==> config.mk <==
export PLATFORM = sky130hd
export DESIGN_NAME = ordered_list_store_core
export DESIGN_NICKNAME = d
export VERILOG_FILES = /design/src/sv/olst_pkg.sv /design/src/sv/olst_cell.sv /design/src/sv/olst_ctrl.sv /design/src/sv/ordered_list_store_core.sv
export SDC_FILE = /design/constraint.sdc
export NUM_CORES = 2
export LEC_CHECK = 0
export BUFFER_PORTS_ARGS = -buffer_cell sky130_fd_sc_hd__buf_4
export CORE_MARGIN = 10
export CORE_UTILIZATION = 45
export CTS_BUF_LIST = sky130_fd_sc_hd__clkbuf_4 sky130_fd_sc_hd__clkbuf_8 sky130_fd_sc_hd__clkbuf_16
export DETAILED_ROUTE_END_ITERATION = 16
export HOLD_SLACK_MARGIN = 0.02
export PLACE_DENSITY = 0.6
export SETUP_SLACK_MARGIN = 0.3
export SLEW_MARGIN = 25
export SYNTH_ARGS = -nofsm -noshare
export SYNTH_HDL_FRONTEND = slang
export SYNTH_SLANG_ARGS = --single-unit
==> constraint.sdc <==
create_clock -name clk -period 10.73 [get_ports clk]
set_clock_uncertainty 0.15 [all_clocks]
set_input_delay 0.5365 -clock clk [delete_from_list [all_inputs] [get_ports clk]]
set_output_delay 0.5365 -clock clk [all_outputs]
set_load 0.02 [all_outputs]
==> src/sv/olst_pkg.sv <==
// Shared types and codes for the ordered list store.
// Used by olst_cell, olst_ctrl and ordered_list_store_core; depends on nothing.
`timescale 1ns / 1ps

package olst_pkg;

  // Request codes carried on the input word.
  typedef logic [1:0] op_t;
  localparam op_t OP_PUSH     = 2'd0;
  localparam op_t OP_REMOVE   = 2'd1;
  localparam op_t OP_READ_FWD = 2'd2;
  localparam op_t OP_READ_BWD = 2'd3;

  // Status codes carried on the result word.
  typedef logic [2:0] status_t;
  localparam status_t ST_ELEMENT   = 3'd0;
  localparam status_t ST_ACCEPTED  = 3'd1;
  localparam status_t ST_NOT_FOUND = 3'd2;
  localparam status_t ST_FULL      = 3'd3;
  localparam status_t ST_EMPTY     = 3'd4;

  // Width of the external value ports.
  localparam int PORT_W = 32;

  // Per-cell shift controls from the controller.
  typedef struct packed {
    logic shift_r;  // take the left neighbor (push at the front)
    logic shift_l;  // take the right neighbor (close a gap on removal)
  } cell_ctl_t;

endpackage

==> src/sv/olst_cell.sv <==
// One storage cell of the ordered list store chain.
// Depends on olst_pkg for the cell control struct.
`timescale 1ns / 1ps

module olst_cell #(
  parameter int VALUE_WIDTH = 32
) (
  input  logic                   clk,
  input  olst_pkg::cell_ctl_t    ctl,
  input  logic [VALUE_WIDTH-1:0] left_data,
  input  logic [VALUE_WIDTH-1:0] right_data,
  input  logic [VALUE_WIDTH-1:0] key,
  output logic [VALUE_WIDTH-1:0] data,
  output logic                   match
);
  import olst_pkg::*;

  logic [VALUE_WIDTH-1:0] data_r;

  // The stored value moves right on a push and left when a gap is closed.
  always_ff @(posedge clk) begin
    if (ctl.shift_r) begin
      data_r <= left_data;
    end else if (ctl.shift_l) begin
      data_r <= right_data;
    end
  end

  // Each cell compares its own value against the removal key.
  assign data  = data_r;
  assign match = (data_r == key);

endmodule

==> src/sv/olst_ctrl.sv <==
// Sequencer of the ordered list store: request decode, count, scan index
// and the registered result word. Depends on olst_pkg.
`timescale 1ns / 1ps

module olst_ctrl #(
  parameter int DEPTH       = 32,
  parameter int VALUE_WIDTH = 32
) (
  input  logic                   clk,
  input  logic                   rst_n,
  input  logic                   in_valid,
  output logic                   in_stall,
  input  olst_pkg::op_t          in_op,
  input  logic signed [31:0]     in_value,
  output logic                   out_valid,
  input  logic                   out_stall,
  output logic signed [31:0]     out_value_out,
  output olst_pkg::status_t      out_status,
  output logic                   out_last,
  input  logic [VALUE_WIDTH-1:0] cell_data [DEPTH],
  input  logic [DEPTH-1:0]       cell_match,
  output olst_pkg::cell_ctl_t    cell_ctl [DEPTH],
  output logic [VALUE_WIDTH-1:0] push_data,
  output logic [VALUE_WIDTH-1:0] key
);
  import olst_pkg::*;

  localparam int CNT_W = $clog2(DEPTH + 1);
  localparam int IDX_W = $clog2(DEPTH);

  localparam logic [1:0] S_IDLE   = 2'd0;
  localparam logic [1:0] S_REMOVE = 2'd1;
  localparam logic [1:0] S_READ   = 2'd2;
  localparam logic [1:0] S_RESP   = 2'd3;

  logic [1:0]             state_r, state_nxt;
  logic [CNT_W-1:0]       cnt_r, cnt_nxt;
  logic [CNT_W-1:0]       rem_r, rem_nxt;
  logic [IDX_W-1:0]       idx_r, idx_nxt;
  logic [VALUE_WIDTH-1:0] key_r, key_nxt;
  logic                   bwd_r, bwd_nxt;
  logic                   found_r, found_nxt;
  status_t                stat_r, stat_nxt;
  logic                   out_valid_r, out_valid_nxt;
  logic [PORT_W-1:0]      out_value_r;
  status_t                out_status_r;
  logic                   out_last_r;

  logic                   in_acc;
  logic                   full;
  logic                   push_do;
  logic                   hit;
  logic                   out_free;
  logic                   load;
  logic [PORT_W-1:0]      ld_value;
  status_t                ld_status;
  logic                   ld_last;
  logic [VALUE_WIDTH-1:0] in_key;
  logic [VALUE_WIDTH-1:0] rd_data;

  // Input value is sign-extended or truncated to the storage width.
  assign in_key    = VALUE_WIDTH'(in_value);
  assign push_data = in_key;
  assign key       = key_r;

  assign in_stall = (state_r != S_IDLE);
  assign in_acc   = in_valid && (state_r == S_IDLE);
  assign full     = (cnt_r == CNT_W'(DEPTH));
  assign push_do  = in_acc && (in_op == OP_PUSH) && !full;
  assign hit      = cell_match[idx_r];
  assign rd_data  = cell_data[idx_r];
  assign out_free = !out_valid_r || !out_stall;

  // Shift controls: all cells move right on a push; cells from the scan
  // index upward move left when the scanned cell matches the key.
  always_comb begin
    for (int i = 0; i < DEPTH; i++) begin
      cell_ctl[i].shift_r = push_do;
      cell_ctl[i].shift_l = (state_r == S_REMOVE) && hit && (IDX_W'(i) >= idx_r);
    end
  end

  // Next-state logic of the sequencer.
  always_comb begin
    state_nxt = state_r;
    cnt_nxt   = cnt_r;
    rem_nxt   = rem_r;
    idx_nxt   = idx_r;
    key_nxt   = key_r;
    bwd_nxt   = bwd_r;
    found_nxt = found_r;
    stat_nxt  = stat_r;
    load      = 1'b0;
    ld_value  = '0;
    ld_status = ST_ELEMENT;
    ld_last   = 1'b0;
    unique case (state_r)
      S_IDLE: begin
        if (in_valid) begin
          unique case (in_op) inside
            OP_PUSH: begin
              stat_nxt  = full ? ST_FULL : ST_ACCEPTED;
              if (!full) begin
                cnt_nxt = cnt_r + CNT_W'(1);
              end
              state_nxt = S_RESP;
            end
            OP_REMOVE: begin
              key_nxt   = in_key;
              found_nxt = 1'b0;
              idx_nxt   = '0;
              rem_nxt   = cnt_r;
              if (cnt_r == '0) begin
                stat_nxt  = ST_NOT_FOUND;
                state_nxt = S_RESP;
              end else begin
                state_nxt = S_REMOVE;
              end
            end
            OP_READ_FWD, OP_READ_BWD: begin
              bwd_nxt = (in_op == OP_READ_BWD);
              idx_nxt = (in_op == OP_READ_BWD) ? IDX_W'(cnt_r - CNT_W'(1)) : '0;
              rem_nxt = cnt_r;
              if (cnt_r == '0) begin
                stat_nxt  = ST_EMPTY;
                state_nxt = S_RESP;
              end else begin
                state_nxt = S_READ;
              end
            end
            default: state_nxt = S_IDLE;
          endcase
        end
      end
      S_REMOVE: begin
        // A match closes the gap and the same index is looked at again.
        if (hit) begin
          cnt_nxt   = cnt_r - CNT_W'(1);
          found_nxt = 1'b1;
        end else begin
          idx_nxt = idx_r + IDX_W'(1);
        end
        rem_nxt = rem_r - CNT_W'(1);
        if (rem_r == CNT_W'(1)) begin
          stat_nxt  = (hit || found_r) ? ST_ACCEPTED : ST_NOT_FOUND;
          state_nxt = S_RESP;
        end
      end
      S_READ: begin
        if (out_free) begin
          load      = 1'b1;
          ld_value  = PORT_W'(rd_data);
          ld_status = ST_ELEMENT;
          ld_last   = (rem_r == CNT_W'(1));
          idx_nxt   = bwd_r ? idx_r - IDX_W'(1) : idx_r + IDX_W'(1);
          rem_nxt   = rem_r - CNT_W'(1);
          if (rem_r == CNT_W'(1)) begin
            state_nxt = S_IDLE;
          end
        end
      end
      S_RESP: begin
        if (out_free) begin
          load      = 1'b1;
          ld_status = stat_r;
          ld_last   = 1'b1;
          state_nxt = S_IDLE;
        end
      end
      default: state_nxt = S_IDLE;
    endcase
  end

  assign out_valid_nxt = load ? 1'b1 : (out_stall ? out_valid_r : 1'b0);

  // Control registers.
  always_ff @(posedge clk) begin
    if (!rst_n) begin
      state_r     <= S_IDLE;
      cnt_r       <= '0;
      out_valid_r <= 1'b0;
    end else begin
      state_r     <= state_nxt;
      cnt_r       <= cnt_nxt;
      out_valid_r <= out_valid_nxt;
    end
  end

  // Working and result word registers.
  always_ff @(posedge clk) begin
    rem_r   <= rem_nxt;
    idx_r   <= idx_nxt;
    key_r   <= key_nxt;
    bwd_r   <= bwd_nxt;
    found_r <= found_nxt;
    stat_r  <= stat_nxt;
    if (load) begin
      out_value_r  <= ld_value;
      out_status_r <= ld_status;
      out_last_r   <= ld_last;
    end
  end

  assign out_valid     = out_valid_r;
  assign out_value_out = out_value_r;
  assign out_status    = out_status_r;
  assign out_last      = out_last_r;

`ifndef SYNTHESIS
  // The count never exceeds the number of cells.
  a_cnt_bound: assert property (@(posedge clk) disable iff (!rst_n)
    cnt_r <= CNT_W'(DEPTH))
    else $error("element count above depth");

  // A scan or read always has something left to visit.
  a_rem_live: assert property (@(posedge clk) disable iff (!rst_n)
    (state_r == S_REMOVE || state_r == S_READ) |-> (rem_r != '0))
    else $error("scan with nothing left");

  // An accepted push on a store with room grows the count by one.
  a_push_cnt: assert property (@(posedge clk) disable iff (!rst_n)
    push_do |=> (cnt_r == $past(cnt_r) + CNT_W'(1)))
    else $error("push did not grow count");

  // A read never runs on an empty store.
  a_read_nonempty: assert property (@(posedge clk) disable iff (!rst_n)
    (state_r == S_READ) |-> (cnt_r != '0))
    else $error("read of empty store");
`endif

endmodule

==> src/sv/ordered_list_store_core.sv <==
// Ordered list store: a row of value cells under a small sequencer.
// Depends on olst_pkg, olst_cell and olst_ctrl.
//
// Usage: one request word enters on in_op/in_value under in_valid/in_stall.
// Push places a value at the front, remove deletes every copy of a value,
// read forward and read backward stream the stored values. Result words
// leave on out_value_out/out_status/out_last under out_valid/out_stall.
// Push and remove give one word (accepted, full or not found); a read gives
// one word per stored value with out_last on the final one, or one empty
// word when the store holds nothing.
// Timing: one request is worked at a time. A push gives its result word
// through the result state and then the output register. A removal walks
// the stored values once, one cell per cycle. A read passes through the
// read state and then loads one word per cycle into the output register
// while the output is not stalled. A new request is accepted in the cycle
// after the final word of the previous one is loaded. The cells shift in
// parallel, so the scan over the chain sets how long a removal takes.
// A stalled result word holds in the output register; a read run then pauses.
// Synchronous reset empties the store and drops any pending result word;
// cell contents are not cleared and are never seen before they are written.
`timescale 1ns / 1ps

module ordered_list_store_core #(
  parameter int DEPTH       = 32,
  parameter int VALUE_WIDTH = 32
) (
  input  logic                clk,
  input  logic                rst_n,
  input  logic                in_valid,
  output logic                in_stall,
  input  olst_pkg::op_t       in_op,
  input  logic signed [31:0]  in_value,
  output logic                out_valid,
  input  logic                out_stall,
  output logic signed [31:0]  out_value_out,
  output olst_pkg::status_t   out_status,
  output logic                out_last
);
  import olst_pkg::*;

  logic [VALUE_WIDTH-1:0] cell_data [DEPTH];
  logic [DEPTH-1:0]       cell_match;
  cell_ctl_t              cell_ctl [DEPTH];
  logic [VALUE_WIDTH-1:0] push_data;
  logic [VALUE_WIDTH-1:0] key;

  // Sequencer and result register.
  olst_ctrl #(
    .DEPTH       (DEPTH),
    .VALUE_WIDTH (VALUE_WIDTH)
  ) u_ctrl (
    .clk           (clk),
    .rst_n         (rst_n),
    .in_valid      (in_valid),
    .in_stall      (in_stall),
    .in_op         (in_op),
    .in_value      (in_value),
    .out_valid     (out_valid),
    .out_stall     (out_stall),
    .out_value_out (out_value_out),
    .out_status    (out_status),
    .out_last      (out_last),
    .cell_data     (cell_data),
    .cell_match    (cell_match),
    .cell_ctl      (cell_ctl),
    .push_data     (push_data),
    .key           (key)
  );

  // The chain: cell 0 is the front; inner cells link to both neighbors.
  for (genvar g = 0; g < DEPTH; g++) begin : g_cell
    logic [VALUE_WIDTH-1:0] left_d;
    logic [VALUE_WIDTH-1:0] right_d;

    if (g == 0) begin : g_front
      assign left_d = push_data;
    end else begin : g_inner_l
      assign left_d = cell_data[g-1];
    end

    if (g == DEPTH - 1) begin : g_back
      assign right_d = cell_data[g];
    end else begin : g_inner_r
      assign right_d = cell_data[g+1];
    end

    olst_cell #(
      .VALUE_WIDTH (VALUE_WIDTH)
    ) u_cell (
      .clk        (clk),
      .ctl        (cell_ctl[g]),
      .left_data  (left_d),
      .right_data (right_d),
      .key        (key),
      .data       (cell_data[g]),
      .match      (cell_match[g])
    );
  end

endmodule
==> results.tsv <==
stage	metric	value	unit
synth	area share of the leading cell type in the synthesized netlist	49.18	%
synth	mapped cell area	67660	µm²
global_routing	vias in the first global route	53310	
synth	register bit total from synthesis	1117	
clock_network	clk sinks	1117	
synth	dominant cells by area after synthesis	edfxtp_1 (49%), nand2_1 (17%), xnor2_1 (7.4%), xor2_1 (5.8%), mux4_2 (4.7%)	
cells_and_area	Layout Nets	7019	
critical_path	CP startpoint kind	flip-flop	
floorplan	Die Y-Extent	407.7	µm
detailed_routing	DRT Wirelength	308000	µm
detailed_routing	Antenna Nets Post-Route	0	
cells_and_area	layout cells sized above 1	9.409	%
synth	Synth Net Count	7113	
global_routing	global-route wire length before repair	422400	µm
detailed_routing	Top Layer Used	met5	
power_and_ir_drop	Leak	28.79	nW
synth	Yosys warning count	0	
detailed_routing	Vias/cell	6.396	
clock_network	root buf cell	clkbuf_16	
critical_path	Reg-to-Reg Start	u_ctrl.cnt_r[1]$_SDFFE_PN0P_	
synth	Synth area leader	edfxtp_1	
timing	Fin. Hold Viols	0	
placement	I/O Buffers	75	
global_routing	antenna violations before repair	15	
floorplan	core area	149600	µm²
detailed_routing	# DRC	0	
cells_and_area	Non-Filler Instances	9092	
global_routing	grt ovf	0	
timing	final setup TNS	0	ps
timing	part of the cycle the worst path needs	56.58	%
clock_network	Clock Path Buffers	3	
timing	max_slew headroom	9.990	%
clock_network	CTS clk-pin slew, worst paths	70	ps
synth	Synth Area in Simple Gates	21.59	%
placement	Placer Congestion	1.047	
global_routing	largest net degree at the start of global routing	200	
power_and_ir_drop	Worst VDD drop	0.2752	mV
floorplan	Row Count	142	
floorplan	die area	166300	µm²
detailed_routing	vias	58150	
synth	Compound-Gate Fraction of Synth Area	4.150	%
clock_network	CTS tree	done	
synth	Async SR Flop Fraction	0	%
cells_and_area	final core area utilization	49.86	%
floorplan	Initial Util	45.23	%
critical_path	CP arrival	6570	ps
cells_and_area	area delta synth->final	10.26	%
synth	post-synthesis mux area share	7.686	%
timing	endpoints failing setup	0	
floorplan	die width	407.7	µm
detailed_routing	M1 WL	111400	µm
detailed_routing	WL met2	123800	µm
synth	XOR/XNOR Fraction of Synth Area	13.20	%
synth	number of distinct library cells after synthesis	72	
critical_path	Worst Setup SP	u_ctrl.cnt_r[1]$_SDFFE_PN0P_	
placement	placed cell count	8810	
clock_network	Post-CTS Repair Setup Buffers	0	
min_path	Hold WC Path Type	in -> reg	
critical_path	WP data required	11230	ps
synth	EDFF count, synth	1108	
detailed_routing	drt first pass iters	6	
timing	fmax	164.7	MHz
timing	Worst Max-Slew Pin Slew	1313	ps
detailed_routing	1st-iter DRT viols	11460	
critical_path	Crit Path Class	reg -> reg	
global_routing	gr usage total	35.46	%
clock_network	Num CTS Buffers	132	
detailed_routing	DR WL met3	50080	µm
clock_network	H-tree Lvls	4	
synth	post-synthesis average cell area	9.583	µm²
timing	Hold WS	64.96	ps
min_path	hold path start	in_valid	
synth	main combinational cell family by area after synthesis	simple AND/OR/NAND/NOR gates	
critical_path	Critical Path Sink Type	flip-flop	
detailed_routing	WL per Instance	33.87	µm
synth	Adder-Cell Fraction of Synth Area	0.2774	%
timing	Final Max Slew Viols	0	
critical_path	crit path max fanout	94	
timing	post-layout min period	6071	ps
synth	Seq/Total Area, Yosys	49.44	%
run	Max Cap Viol	0	
power_and_ir_drop	Power Dens Cells	275.3	nW/µm²
timing	RSZ-0062 raised after global routing	no	
placement	post-DP HPWL	214300	µm
run_status	status	finished clean	
clock_network	Worst-Skew Late Latency	800	ps
synth	Post-Syn Instances	7060	
floorplan	Ports	76	
synth	main flop type after synthesis	edfxtp_1	
metrics by stage:
| step | area [µm²] | power (W) | setup slack [ps] |
|---|---|---|---|
| floorplan | 67660 | 0.01170 | 5577 |
| global placement | 69900 | 0.01540 | 4970 |
| detailed placement | 69970 | 0.01551 | 4930 |
| CTS | 74520 | 0.01999 | 4884 |
| global route | 74580 | 0.02086 | 4391 |
| finish | 74600 | 0.02054 | 4659 |
area by class of cell:
type | count | area, µm²
flip-flops and latches | 1117 | 33450
fillers | 13970 | 75000
well taps | 2016 | 2522
clock buffers | 169 | 3704
repair buffers | 262 | 2175
clock inverters | 67 | 499.2
inverters | 29 | 118.9
multi-input cells | 5424 | 32110
diodes | 8 | 20.02
where the power goes:
part / total (W) / switching [W] / internal, W
sequential: 0.00794 / 0.00170 / 0.00624
combinational: 0.00808 / 0.00545 / 0.00263
clock: 0.00452 / 0.00195 / 0.00256
cell families (layout without fill, tap and decap cells):
group,count (synthesis),after routing
adders and majority gates,15,15
other,0,8
DFF,1117,1117
xor gates and xnor gates,1020,1020
muxes,340,340
AOI/OAI and AO/OA,406,406
and+or+nand+nor,3643,3643
buffers and inverters,519,527
timing repair:
item                      in CTS  in global routing
hold endpoints to repair      73                  0
hold buffers                  35                  0
gates resized for setup        0                  0
cells in the mapped netlist (11+ instances only):
library cell and instances:
a211oi_1 14, buf_1 27, nand2b_1 12, a221o_1 15
clkbuf_1 280, o21ai_0 59, nand3_1 49, nand2_1 3077
nor4_1 124, o22ai_1 43, o21ai_1 14, xnor2_1 572
nor3_1 56, o221ai_1 15, ha_1 15, nand4_1 148
mux4_2 140, a22oi_1 11, nor2_1 147, buf_6 25
buf_2 104, mux2i_1 164, buf_4 54, xor2_1 448
a21oi_1 107, mux2_2 36, edfxtp_1 1108, inv_1 24
a221oi_1 65
flip-flops by register name, indices dropped and copies added (netlist names), 2 cells and up:
name / count
u_ctrl.rem_r: 6
u_ctrl.stat_r: 3
u_ctrl.state_r: 2
u_ctrl.idx_r: 5
u_ctrl.out_value_out: 32
u_ctrl.key: 32
u_ctrl.out_status: 3
u_ctrl.cnt_r: 6
g_cell.u_cell.data: 1024
worst max-delay path, stage by stage (launching register included):
cell     delay, ps
dfxtp_1        370
inv_1          130
ha_1           170
nor4b_1        480
nand2_1        100
nand4_1        110
buf_4          580
buf_4          820
buf_4          880
buf_4          930
buf_4          750
nand2_1        160
nand2_1        100
routing by layer:
layer | up-vias | GRT usage [%]
li1 | 23860 | -
met1 | 28010 | 47.05
met2 | 5210 | 49.04
met3 | 1043 | 13.51
met4 | 28 | 20.40
met5 | - | 0.4021
path summary, 6_finish.rpt:
path / cells past startpoint / slack (ps) / end
hold / removal: 2 / 60 / u_ctrl.bwd_r$_DFFE_PP_
hold reg to reg: 0 / 360 / g_cell[31].u_cell.data[14]$_DFFE_PP_
setup reg to reg: 12 / 4660 / g_cell[2].u_cell.data[31]$_DFFE_PP_
setup / recovery: 12 / 4660 / g_cell[2].u_cell.data[31]$_DFFE_PP_
cells in the final DEF (no fill, tap or decap), types with 139 or more instances in the layout:
master	count
buf_4	213
nand2_1	3077
edfxtp_1	1108
mux4_2	140
mux2i_1	163
nor2_1	143
xnor2_1	572
clkbuf_16	139
xor2_1	448
nand4_1	148
Power figures use the tool's default switching activity.
